**config.mk**
```make
export PLATFORM = sky130hd
export DESIGN_NAME = hsv_to_rgb_converter_core
export DESIGN_NICKNAME = d
export VERILOG_FILES = /design/src/design/hsv2rgb_pkg.sv /design/src/design/hsv_to_rgb_converter_core.sv
export VERILOG_INCLUDE_DIRS = /design/src /design/src/design
export SDC_FILE = /design/constraint.sdc
export NUM_CORES = 2
export LEC_CHECK = 0
export ABC_CLOCK_PERIOD_IN_PS = 7910
export BUFFER_PORTS_ARGS = -buffer_cell sky130_fd_sc_hd__buf_4
export CAP_MARGIN = 20
export CORE_MARGIN = 2
export CORE_UTILIZATION = 40
export CTS_CLUSTER_DIAMETER = 200
export DETAILED_ROUTE_END_ITERATION = 7
export PLACE_DENSITY = 0.58
export SYNTH_ARGS = -nofsm -noshare
export SYNTH_HDL_FRONTEND = slang
export SYNTH_SLANG_ARGS = --single-unit
```
**constraint.sdc**
```tcl
create_clock -name clk -period 7.91 [get_ports clk]
set_input_delay 0.3955 -clock clk [delete_from_list [all_inputs] [get_ports clk]]
set_output_delay 0.3955 -clock clk [all_outputs]
set_load 0.05 [all_outputs]
```
**src/design/assert_macros.svh**
```systemverilog
// Assertion macros shared by the RTL of the converter.
`ifndef ASSERT_MACROS_SVH
`define ASSERT_MACROS_SVH

// Check that a condition holds at every clock edge outside reset.
`define CHECK_ALWAYS(label, cond, msg) \
    label: assert property (@(posedge clk) disable iff (!rst_n) (cond)) else $error(msg);

// Check that a trigger implies a consequence, by a non-overlapping implication.
`define CHECK_NEXT(label, trig, cons, msg) \
    label: assert property (@(posedge clk) disable iff (!rst_n) (trig) |=> (cons)) \
        else $error(msg);

`endif

```
**src/design/hsv2rgb_pkg.sv**
```systemverilog
// Package: widths, fixed-point constants and sector codes of the converter.
package hsv2rgb_pkg;

    localparam int FRAC_BITS = 16;
    localparam int FW        = FRAC_BITS + 1;   // width of a fraction that can hold 1.0
    localparam int PW        = 2 * FW;          // width of a full fraction product
    localparam int HW        = FRAC_BITS + 3;   // width of hue times six
    localparam int BW        = FW + 8;          // width of a component times 255

    localparam logic [FW-1:0] ONE_Q    = {1'b1, {FRAC_BITS{1'b0}}};
    localparam logic [HW-1:0] HUE_MUL  = HW'(6);
    localparam logic [BW-1:0] BYTE_MUL = BW'(255);

    // Hue sectors, named after the two colors each one spans.
    typedef enum logic [2:0] {
        SEC_RED_YEL = 3'd0,
        SEC_YEL_GRN = 3'd1,
        SEC_GRN_CYN = 3'd2,
        SEC_CYN_BLU = 3'd3,
        SEC_BLU_MAG = 3'd4,
        SEC_MAG_RED = 3'd5
    } sector_t;

endpackage

```
**src/design/hsv_to_rgb_converter_core.sv**
```systemverilog
// HSV to RGB converter: four register stages, one pixel word accepted per cycle while hsv_stall is low.
// Path: an accepted word passes through stage 1, stage 2, stage 3 and the output register.
// Throughput: one word per cycle while nothing stalls; each stage has its own valid bit, so bubbles collapse
// and the input keeps taking words while a finished word waits at the output, until every stage is full.
// Reset: rst_n clears all valid bits at once; payload registers are not reset.
`include "assert_macros.svh"

module hsv_to_rgb_converter_core
(
    input  logic                        clk,
    input  logic                        rst_n,
    input  logic                        hsv_valid,
    output logic                        hsv_stall,
    input  logic [hsv2rgb_pkg::FW-1:0]  hue,
    input  logic [hsv2rgb_pkg::FW-1:0]  saturation,
    input  logic [hsv2rgb_pkg::FW-1:0]  brightness,
    output logic                        rgb_valid,
    input  logic                        rgb_stall,
    output logic [7:0]                  red,
    output logic [7:0]                  green,
    output logic [7:0]                  blue
);
    import hsv2rgb_pkg::*;

    // Stage 1: wrap hue, clamp s and v, scale hue by six, split into sector and fraction.
    logic                 s1_valid_reg;
    sector_t              s1_sector_reg, s1_sector_next;
    logic [FRAC_BITS-1:0] s1_frac_reg, s1_frac_next;
    logic [FW-1:0]        s1_sat_reg, s1_sat_next;
    logic [FW-1:0]        s1_val_reg, s1_val_next;
    logic [HW-1:0]        hue6;

    // Stage 2: s*f, s*(1-f) and p = v*(1-s).
    logic                 s2_valid_reg;
    sector_t              s2_sector_reg;
    logic [FW-1:0]        s2_sf_reg, s2_sf_next;
    logic [FW-1:0]        s2_sfc_reg, s2_sfc_next;
    logic [FW-1:0]        s2_p_reg, s2_p_next;
    logic [FW-1:0]        s2_val_reg;
    logic [PW-1:0]        sf_prod, sfc_prod, p_prod;

    // Stage 3: q = v*(1-sf) and t = v*(1-s(1-f)).
    logic                 s3_valid_reg;
    sector_t              s3_sector_reg;
    logic [FW-1:0]        s3_q_reg, s3_q_next;
    logic [FW-1:0]        s3_t_reg, s3_t_next;
    logic [FW-1:0]        s3_p_reg;
    logic [FW-1:0]        s3_val_reg;
    logic [PW-1:0]        q_prod, t_prod;

    // Stage 4: pick the sector's triple and scale each component to a byte.
    logic                 out_valid_reg;
    logic [7:0]           red_reg, red_next;
    logic [7:0]           green_reg, green_next;
    logic [7:0]           blue_reg, blue_next;
    logic [FW-1:0]        r_sel, g_sel, b_sel;
    logic [BW-1:0]        r_prod, g_prod, b_prod;

    // Each stage advances when it is empty or the one after it advances.
    logic out_ready, s3_ready, s2_ready, s1_ready;

    assign out_ready = !out_valid_reg || !rgb_stall;
    assign s3_ready  = !s3_valid_reg || out_ready;
    assign s2_ready  = !s2_valid_reg || s3_ready;
    assign s1_ready  = !s1_valid_reg || s2_ready;
    assign hsv_stall = !s1_ready;

    // Stage 1 logic: a hue of one or more wraps to zero; s and v clamp to one.
    always_comb
    begin
        logic [FW-1:0] hue_w;
        hue_w       = (hue >= ONE_Q) ? '0 : hue;
        hue6        = HW'(hue_w) * HUE_MUL;
        s1_sector_next = sector_t'(hue6[HW-1:FRAC_BITS]);
        s1_frac_next   = hue6[FRAC_BITS-1:0];
        s1_sat_next    = (saturation > ONE_Q) ? ONE_Q : saturation;
        s1_val_next    = (brightness > ONE_Q) ? ONE_Q : brightness;
    end

    // Stage 2 logic: three independent products, each truncated.
    always_comb
    begin
        sf_prod     = PW'(s1_sat_reg) * PW'({1'b0, s1_frac_reg});
        sfc_prod    = PW'(s1_sat_reg) * PW'(ONE_Q - FW'({1'b0, s1_frac_reg}));
        p_prod      = PW'(s1_val_reg) * PW'(ONE_Q - s1_sat_reg);
        s2_sf_next  = sf_prod[FRAC_BITS +: FW];
        s2_sfc_next = sfc_prod[FRAC_BITS +: FW];
        s2_p_next   = p_prod[FRAC_BITS +: FW];
    end

    // Stage 3 logic: both terms stay at or below s, so 1 - term never wraps.
    always_comb
    begin
        q_prod    = PW'(s2_val_reg) * PW'(ONE_Q - s2_sf_reg);
        t_prod    = PW'(s2_val_reg) * PW'(ONE_Q - s2_sfc_reg);
        s3_q_next = q_prod[FRAC_BITS +: FW];
        s3_t_next = t_prod[FRAC_BITS +: FW];
    end

    // Stage 4 logic: sector select, then times 255 and drop the fraction.
    always_comb
    begin
        case (s3_sector_reg)
            SEC_RED_YEL:
            begin
                r_sel = s3_val_reg; g_sel = s3_t_reg;   b_sel = s3_p_reg;
            end
            SEC_YEL_GRN:
            begin
                r_sel = s3_q_reg;   g_sel = s3_val_reg; b_sel = s3_p_reg;
            end
            SEC_GRN_CYN:
            begin
                r_sel = s3_p_reg;   g_sel = s3_val_reg; b_sel = s3_t_reg;
            end
            SEC_CYN_BLU:
            begin
                r_sel = s3_p_reg;   g_sel = s3_q_reg;   b_sel = s3_val_reg;
            end
            SEC_BLU_MAG:
            begin
                r_sel = s3_t_reg;   g_sel = s3_p_reg;   b_sel = s3_val_reg;
            end
            default:
            begin
                r_sel = s3_val_reg; g_sel = s3_p_reg;   b_sel = s3_q_reg;
            end
        endcase
        r_prod     = BW'(r_sel) * BYTE_MUL;
        g_prod     = BW'(g_sel) * BYTE_MUL;
        b_prod     = BW'(b_sel) * BYTE_MUL;
        red_next   = r_prod[FRAC_BITS +: 8];
        green_next = g_prod[FRAC_BITS +: 8];
        blue_next  = b_prod[FRAC_BITS +: 8];
    end

    // Valid bits: advance on ready, hold otherwise.
    always_ff @(posedge clk or negedge rst_n)
    begin
        if (!rst_n)
        begin
            s1_valid_reg  <= 1'b0;
            s2_valid_reg  <= 1'b0;
            s3_valid_reg  <= 1'b0;
            out_valid_reg <= 1'b0;
        end
        else
        begin
            if (s1_ready)
            begin
                s1_valid_reg <= hsv_valid;
            end
            if (s2_ready)
            begin
                s2_valid_reg <= s1_valid_reg;
            end
            if (s3_ready)
            begin
                s3_valid_reg <= s2_valid_reg;
            end
            if (out_ready)
            begin
                out_valid_reg <= s3_valid_reg;
            end
        end
    end

    // Payload: load with the stage's ready, no reset.
    always_ff @(posedge clk)
    begin
        if (s1_ready)
        begin
            s1_sector_reg <= s1_sector_next;
            s1_frac_reg   <= s1_frac_next;
            s1_sat_reg    <= s1_sat_next;
            s1_val_reg    <= s1_val_next;
        end
        if (s2_ready)
        begin
            s2_sector_reg <= s1_sector_reg;
            s2_sf_reg     <= s2_sf_next;
            s2_sfc_reg    <= s2_sfc_next;
            s2_p_reg      <= s2_p_next;
            s2_val_reg    <= s1_val_reg;
        end
        if (s3_ready)
        begin
            s3_sector_reg <= s2_sector_reg;
            s3_q_reg      <= s3_q_next;
            s3_t_reg      <= s3_t_next;
            s3_p_reg      <= s2_p_reg;
            s3_val_reg    <= s2_val_reg;
        end
        if (out_ready)
        begin
            red_reg   <= red_next;
            green_reg <= green_next;
            blue_reg  <= blue_next;
        end
    end

    assign rgb_valid = out_valid_reg;
    assign red       = red_reg;
    assign green     = green_reg;
    assign blue      = blue_reg;

    // An accepted word always lands in the first stage.
    `CHECK_NEXT(a_accept_lands, hsv_valid && !hsv_stall, s1_valid_reg, "accepted word lost")
    // A full pipeline behind a stalled output must stall the input.
    `CHECK_ALWAYS(a_full_stalls, !(rgb_valid && rgb_stall && s1_valid_reg && s2_valid_reg && s3_valid_reg) || hsv_stall, "input taken while pipeline full")
    // A word waiting behind a stalled output stays in stage 3.
    `CHECK_NEXT(a_s3_holds, s3_valid_reg && rgb_valid && rgb_stall, s3_valid_reg, "stage 3 word dropped")

endmodule
```
# Yosys cells after proc, flatten, opt, wreduce, memory -nomap -nowiden
# Cells that the tools add are included.
# word_totals
reg_bits	222
inputBits	55
output_inout_bits	26
# classes
n_addsub	4
mul	9
n_lt_le_gt_ge	3
n_eq_ne	4
muxes	4
n_reduce_logical	15
# ops
operator	n
$pmux W17 S3	3
$mul A18 B18 Y33	4
$mul A17 B8 Y24 const B	3
$sub A17 B17 Y18 const A	3
$gt A17 B17 Y1 const B	2
$mul A17 B15 Y32	1
$mul A17 B2 Y18 const B	1
$sub A17 B16 Y18 const A	1
$ge A17 B17 Y1 const B	1
$mux W17	1
$reduce_or A2 Y1	4
$eq A3 B2 Y1 const B	2
$logic_not A1 Y1	6
$logic_or A1 B1 Y1	4
$eq A3 B1 Y1 const B	1
$eq A3 B3 Y1 const B	1
$logic_not A3 Y1	1

# Depth between registers and ports, before layout
# depth
depth_word	6
mapped_depth	34

# Least setup slack after synthesis
# Ideal clock, no wire load.
# synth_path
path_type	reg-to-reg
startpoint	register s2_sfc_reg[0]
endpoint	register s3_t_reg[11], data pin
arrival_time_ns	7.539
setup_slack_ns	0.114
path_stages_with_launch	32
period_less_slack_ns	7.796
path_cell_list	edfxtp_1 -> buf_4 -> clkbuf_1 -> inv_1 -> ha_1 -> nor3b_1 -> nand2_1 -> nor3_1 -> nand2_1 -> xor2_1 -> clkbuf_1 -> nand2_1 -> fa_1 -> inv_1 -> fa_1 -> inv_1 -> fa_1 -> inv_1 -> fa_1 -> fa_1 -> fa_1 -> ha_1 -> a21o_1 -> nor2_1 -> nand2_1 -> a2111oi_4 -> nor3_1 -> or3_4 -> a31oi_4 -> o21bai_2 -> a21oi_2 -> xnor2_1
# synth_between
elab_chain_len	2
# synth_rtl
item	line_no	text
start: declaration	hsv_to_rgb_converter_core.sv:37	logic [FW-1:0] s2_sfc_reg, s2_sfc_next;
start signal: assignment	hsv_to_rgb_converter_core.sv:182	s2_sfc_reg <= s2_sfc_next;
$sub A17 B17 Y18	hsv_to_rgb_converter_core.sv:95	t_prod = PW'(s2_val_reg) * PW'(ONE_Q - s2_sfc_reg);
$mul A18 B18 Y33	hsv_to_rgb_converter_core.sv:95	
named net t_prod[27]	hsv_to_rgb_converter_core.sv:49	logic [PW-1:0] q_prod, t_prod;
end signal: assignment	hsv_to_rgb_converter_core.sv:190	s3_t_reg <= s3_t_next;
end: declaration	hsv_to_rgb_converter_core.sv:46	logic [FW-1:0] s3_t_reg, s3_t_next;
# The timed path passes the listed nets, and every way through them passes these cells.
# A chain may end at the register's enable or synchronous reset.

# Worst setup path after layout
# layout_path
startpoint	register s2_sf_reg[3]
endpoint	register s3_q_reg[11], data pin
# layout_between
elab_chain_len	2
# layout_rtl
item	line_no	text
start: declaration	hsv_to_rgb_converter_core.sv:36	logic [FW-1:0] s2_sf_reg, s2_sf_next;
start signal: assignment	hsv_to_rgb_converter_core.sv:181	s2_sf_reg <= s2_sf_next;
$sub A17 B17 Y18	hsv_to_rgb_converter_core.sv:94	q_prod = PW'(s2_val_reg) * PW'(ONE_Q - s2_sf_reg);
$mul A18 B18 Y33	hsv_to_rgb_converter_core.sv:94	
named net q_prod[27]	hsv_to_rgb_converter_core.sv:49	
end signal: assignment	hsv_to_rgb_converter_core.sv:189	s3_q_reg <= s3_q_next;
end: declaration	hsv_to_rgb_converter_core.sv:45	logic [FW-1:0] s3_q_reg, s3_q_next;
# The timed path passes the listed nets, and every way through them passes these cells.

==> results_dict.tcl <==
set metrics [dict create \
    outcome "finished clean" \
    yosys_most_used_dff "edfxtp_1" \
    rsz0062_at_grt "no" \
    cts.sink_count 222 \
    vias 43581 \
    dieWidth_um 402 \
    cts_tree "done" \
    dp_hpwl_um 133000 \
    holdCritPathClass "in -> reg" \
    fin_crit_sh 0.952 \
    synth_nets 8846 \
    drc 0 \
    arrival_ps 7900 \
    ios 81 \
    gr-total-overflow 0 \
    die_h_um 402 \
    clk-insertion-delay-late_ps 630 \
    drt_iter0_drc 2313 \
    crit_top_cell "fa_1" \
    portBuffers 80 \
    clockBufferDepth 3 \
    final_nets 8875 \
    synth_edf_count 218 \
    clk_pin_slew_ps 60 \
    cp.required_ps 8280 \
    via_per_inst 4.90 \
    htreeDepth 1 \
    layout_commonest_cell "inv_1" \
    max_stage_delay_ps 640 \
    min_period_ps 7530 \
    grt_pass1_wl_um 262000 \
    netlist_instances 6777 \
    root_buffer "clkbuf_16" \
    yosysSeqAreaShare 0.105 \
    fin_setup_tns_ps 0 \
    wl_um 159000 \
    yosysWarnings 0 \
    worst_pin_slew_ps 1110 \
    start_kind "flop" \
    slew_viol_final 0 \
    async_flop_share 0.0180 \
    relSlewSlack 0.255 \
    setup_viol 0 \
    antenna_left 0 \
    avgSynthCellArea_um2 9.33 \
    synth_cell_types 70 \
    critical_path_class "reg -> reg" \
    numCtsBuffers 29 \
    coreArea_mm2 0.157 \
    crit_path_end_kind "flop" \
    first_pass_iters 6 \
    timing.final.hold_violations 0 \
    syn_area_mm2 0.0632 \
    grt_usage 0.204 \
    post_cts_buffers 0 \
    start_util 0.404 \
    path_max_fanout 5 \
    area_delta_synth_final_pct 7.59 \
    fin_skew_ps 38.8 \
    ys_seq_elements 222 \
    place_congestion 0.885 \
    die_area_mm2 0.161 \
    fillers 15159 \
    rows 145 \
    cap_violations 0 \
    wl_per_cell_um 17.9 \
    antenna_found_initial 5 \
    crit_path_top_delay_cell "fa_1" \
    grt_max_degree 65 \
    drive_gt1_frac 0.0570 \
    fmax_ghz 0.133 \
    mostFrequentLayoutCells "inv_1 (1,719), fa_1 (1,339), nand2_1 (955), ha_1 (675), and2_1 (531)" \
    grt_pass1_vias 48101 \
]
## final timing paths
check,cells after the start,from,end,slack [ps]
worst min-delay path,1,saturation[16],s1_sat_reg[16],60
min in group asynchronous,2,rst_n,s3_valid_reg,120
worst max register to register,28,s2_sf_reg[3],s3_q_reg[11],380
max in group asynchronous,2,rst_n,rgb_valid,7690
worst min register to register,0,s2_p_reg[11],s3_p_reg[11],390
worst max-delay path,28,s2_sf_reg[3],s3_q_reg[11],380
## repair_timing
action                                 4_1_cts  5_1_grt
setup endpoints to repair                    0       19
hold buffers                                 4        0
resized for setup                            0       19
endpoints found under the hold margin        7        0
## cell usage after synthesis (4+ instances only)
| cell type | n | area [um^2] |
|---|---|---|
| inv_1 | 1720 | 6460 |
| fa_1 | 1339 | 26800 |
| nand2_1 | 956 | 3590 |
| ha_1 | 675 | 8450 |
| and2_1 | 531 | 3320 |
| clkbuf_1 | 261 | 980 |
| edfxtp_1 | 218 | 6550 |
| nor2_1 | 157 | 589 |
| xnor2_1 | 135 | 1180 |
| a21oi_1 | 93 | 465 |
| o21ai_0 | 88 | 440 |
| xor2_1 | 64 | 561 |
| nor2b_1 | 61 | 382 |
| a21o_1 | 44 | 330 |
| nor3_1 | 43 | 215 |
| nand3_1 | 41 | 205 |
| mux2i_1 | 32 | 320 |
| or2_2 | 29 | 181 |
| o21a_1 | 28 | 210 |
| buf_1 | 23 | 86.3 |
| nor4_1 | 20 | 125 |
| or3_1 | 20 | 125 |
| nand2b_1 | 17 | 106 |
| a211oi_1 | 14 | 105 |
| nand4_1 | 13 | 81.3 |
| and3_1 | 12 | 75.1 |
| a2111oi_0 | 10 | 87.6 |
| a31oi_1 | 10 | 62.6 |
| o221ai_1 | 9 | 78.8 |
| o21bai_1 | 8 | 60.1 |
| a21boi_0 | 7 | 52.6 |
| o22a_1 | 7 | 61.3 |
| nand3b_1 | 6 | 45.0 |
| a211o_1 | 5 | 43.8 |
| a41oi_1 | 5 | 43.8 |
| and4_1 | 5 | 43.8 |
| o2111ai_1 | 5 | 43.8 |
| o211ai_1 | 5 | 37.5 |
| o221a_2 | 5 | 56.3 |
| o22ai_1 | 5 | 31.3 |
| dfrtp_1 | 4 | 100 |
| o31a_1 | 4 | 35.0 |
## per-layer routing
| metal | up-vias | GRT usage | part of all wire | wire length, um |
|---|---|---|---|---|
| li1 | 20149 | - | - | - |
| met1 | 22294 | 0.274 | 0.44 | 70400 |
| met2 | 958 | 0.357 | 0.49 | 77900 |
| met3 | 180 | 0.0165 | 0.042 | 6750 |
| met4 | 0 | 0.0495 | 0.027 | 4380 |
| met5 | - | 0 | 0 | 0 |
## cell type report
cell class                      count  area, um^2  area share
Timing Repair Buffer              284        2200      0.0324
Antenna cell                        3        7.51    0.000110
Clock inverter                     18         211     0.00311
Multi-Input combinational cell   4549       49200       0.723
Tap cell                         2058        2570      0.0378
Sequential cell                   222        6650      0.0977
Clock buffer                       34         744      0.0109
Inverter                         1720        6460      0.0949
## cells by family after synthesis
family | share of synthesized area
AOI/OAI and AO/OA | 0.0389
xor gates and xnor gates | 0.0276
adders and majority gates | 0.557
buffers and inverters | 0.119
DFF | 0.105
muxes | 0.00542
and+or+nand+nor | 0.146
## worst max-delay path: cells and delay by family, from the launching register on
kind | cells | cell delay, ps
AOI/OAI and AO/OA | 8 | 1790
DFF | 1 | 450
buffers and inverters | 6 | 460
and+or+nand+nor | 5 | 940
adders and majority gates | 7 | 3430
xor gates and xnor gates | 2 | 260
## per-stage QoR
stage | util | hold WS (ps) | worst slack, ps | instances | area [um^2]
2_1_floorplan | - | 99.9 | 114 | 6777 | 63200
3_3_place_gp | 0.427 | 194 | 308 | 8829 | 66900
3_5_place_dp | 0.427 | 196 | 214 | 8829 | 66900
4_1_cts | 0.434 | 17.6 | 212 | 8885 | 67900
5_1_grt | 0.435 | 43.7 | 4.03 | 8887 | 68000
6_report | 0.435 | 59.3 | 377 | 8888 | 68000
Power is not shown: default switching activity piles up to over one toggle a cycle in this logic, so the estimate is an artifact.
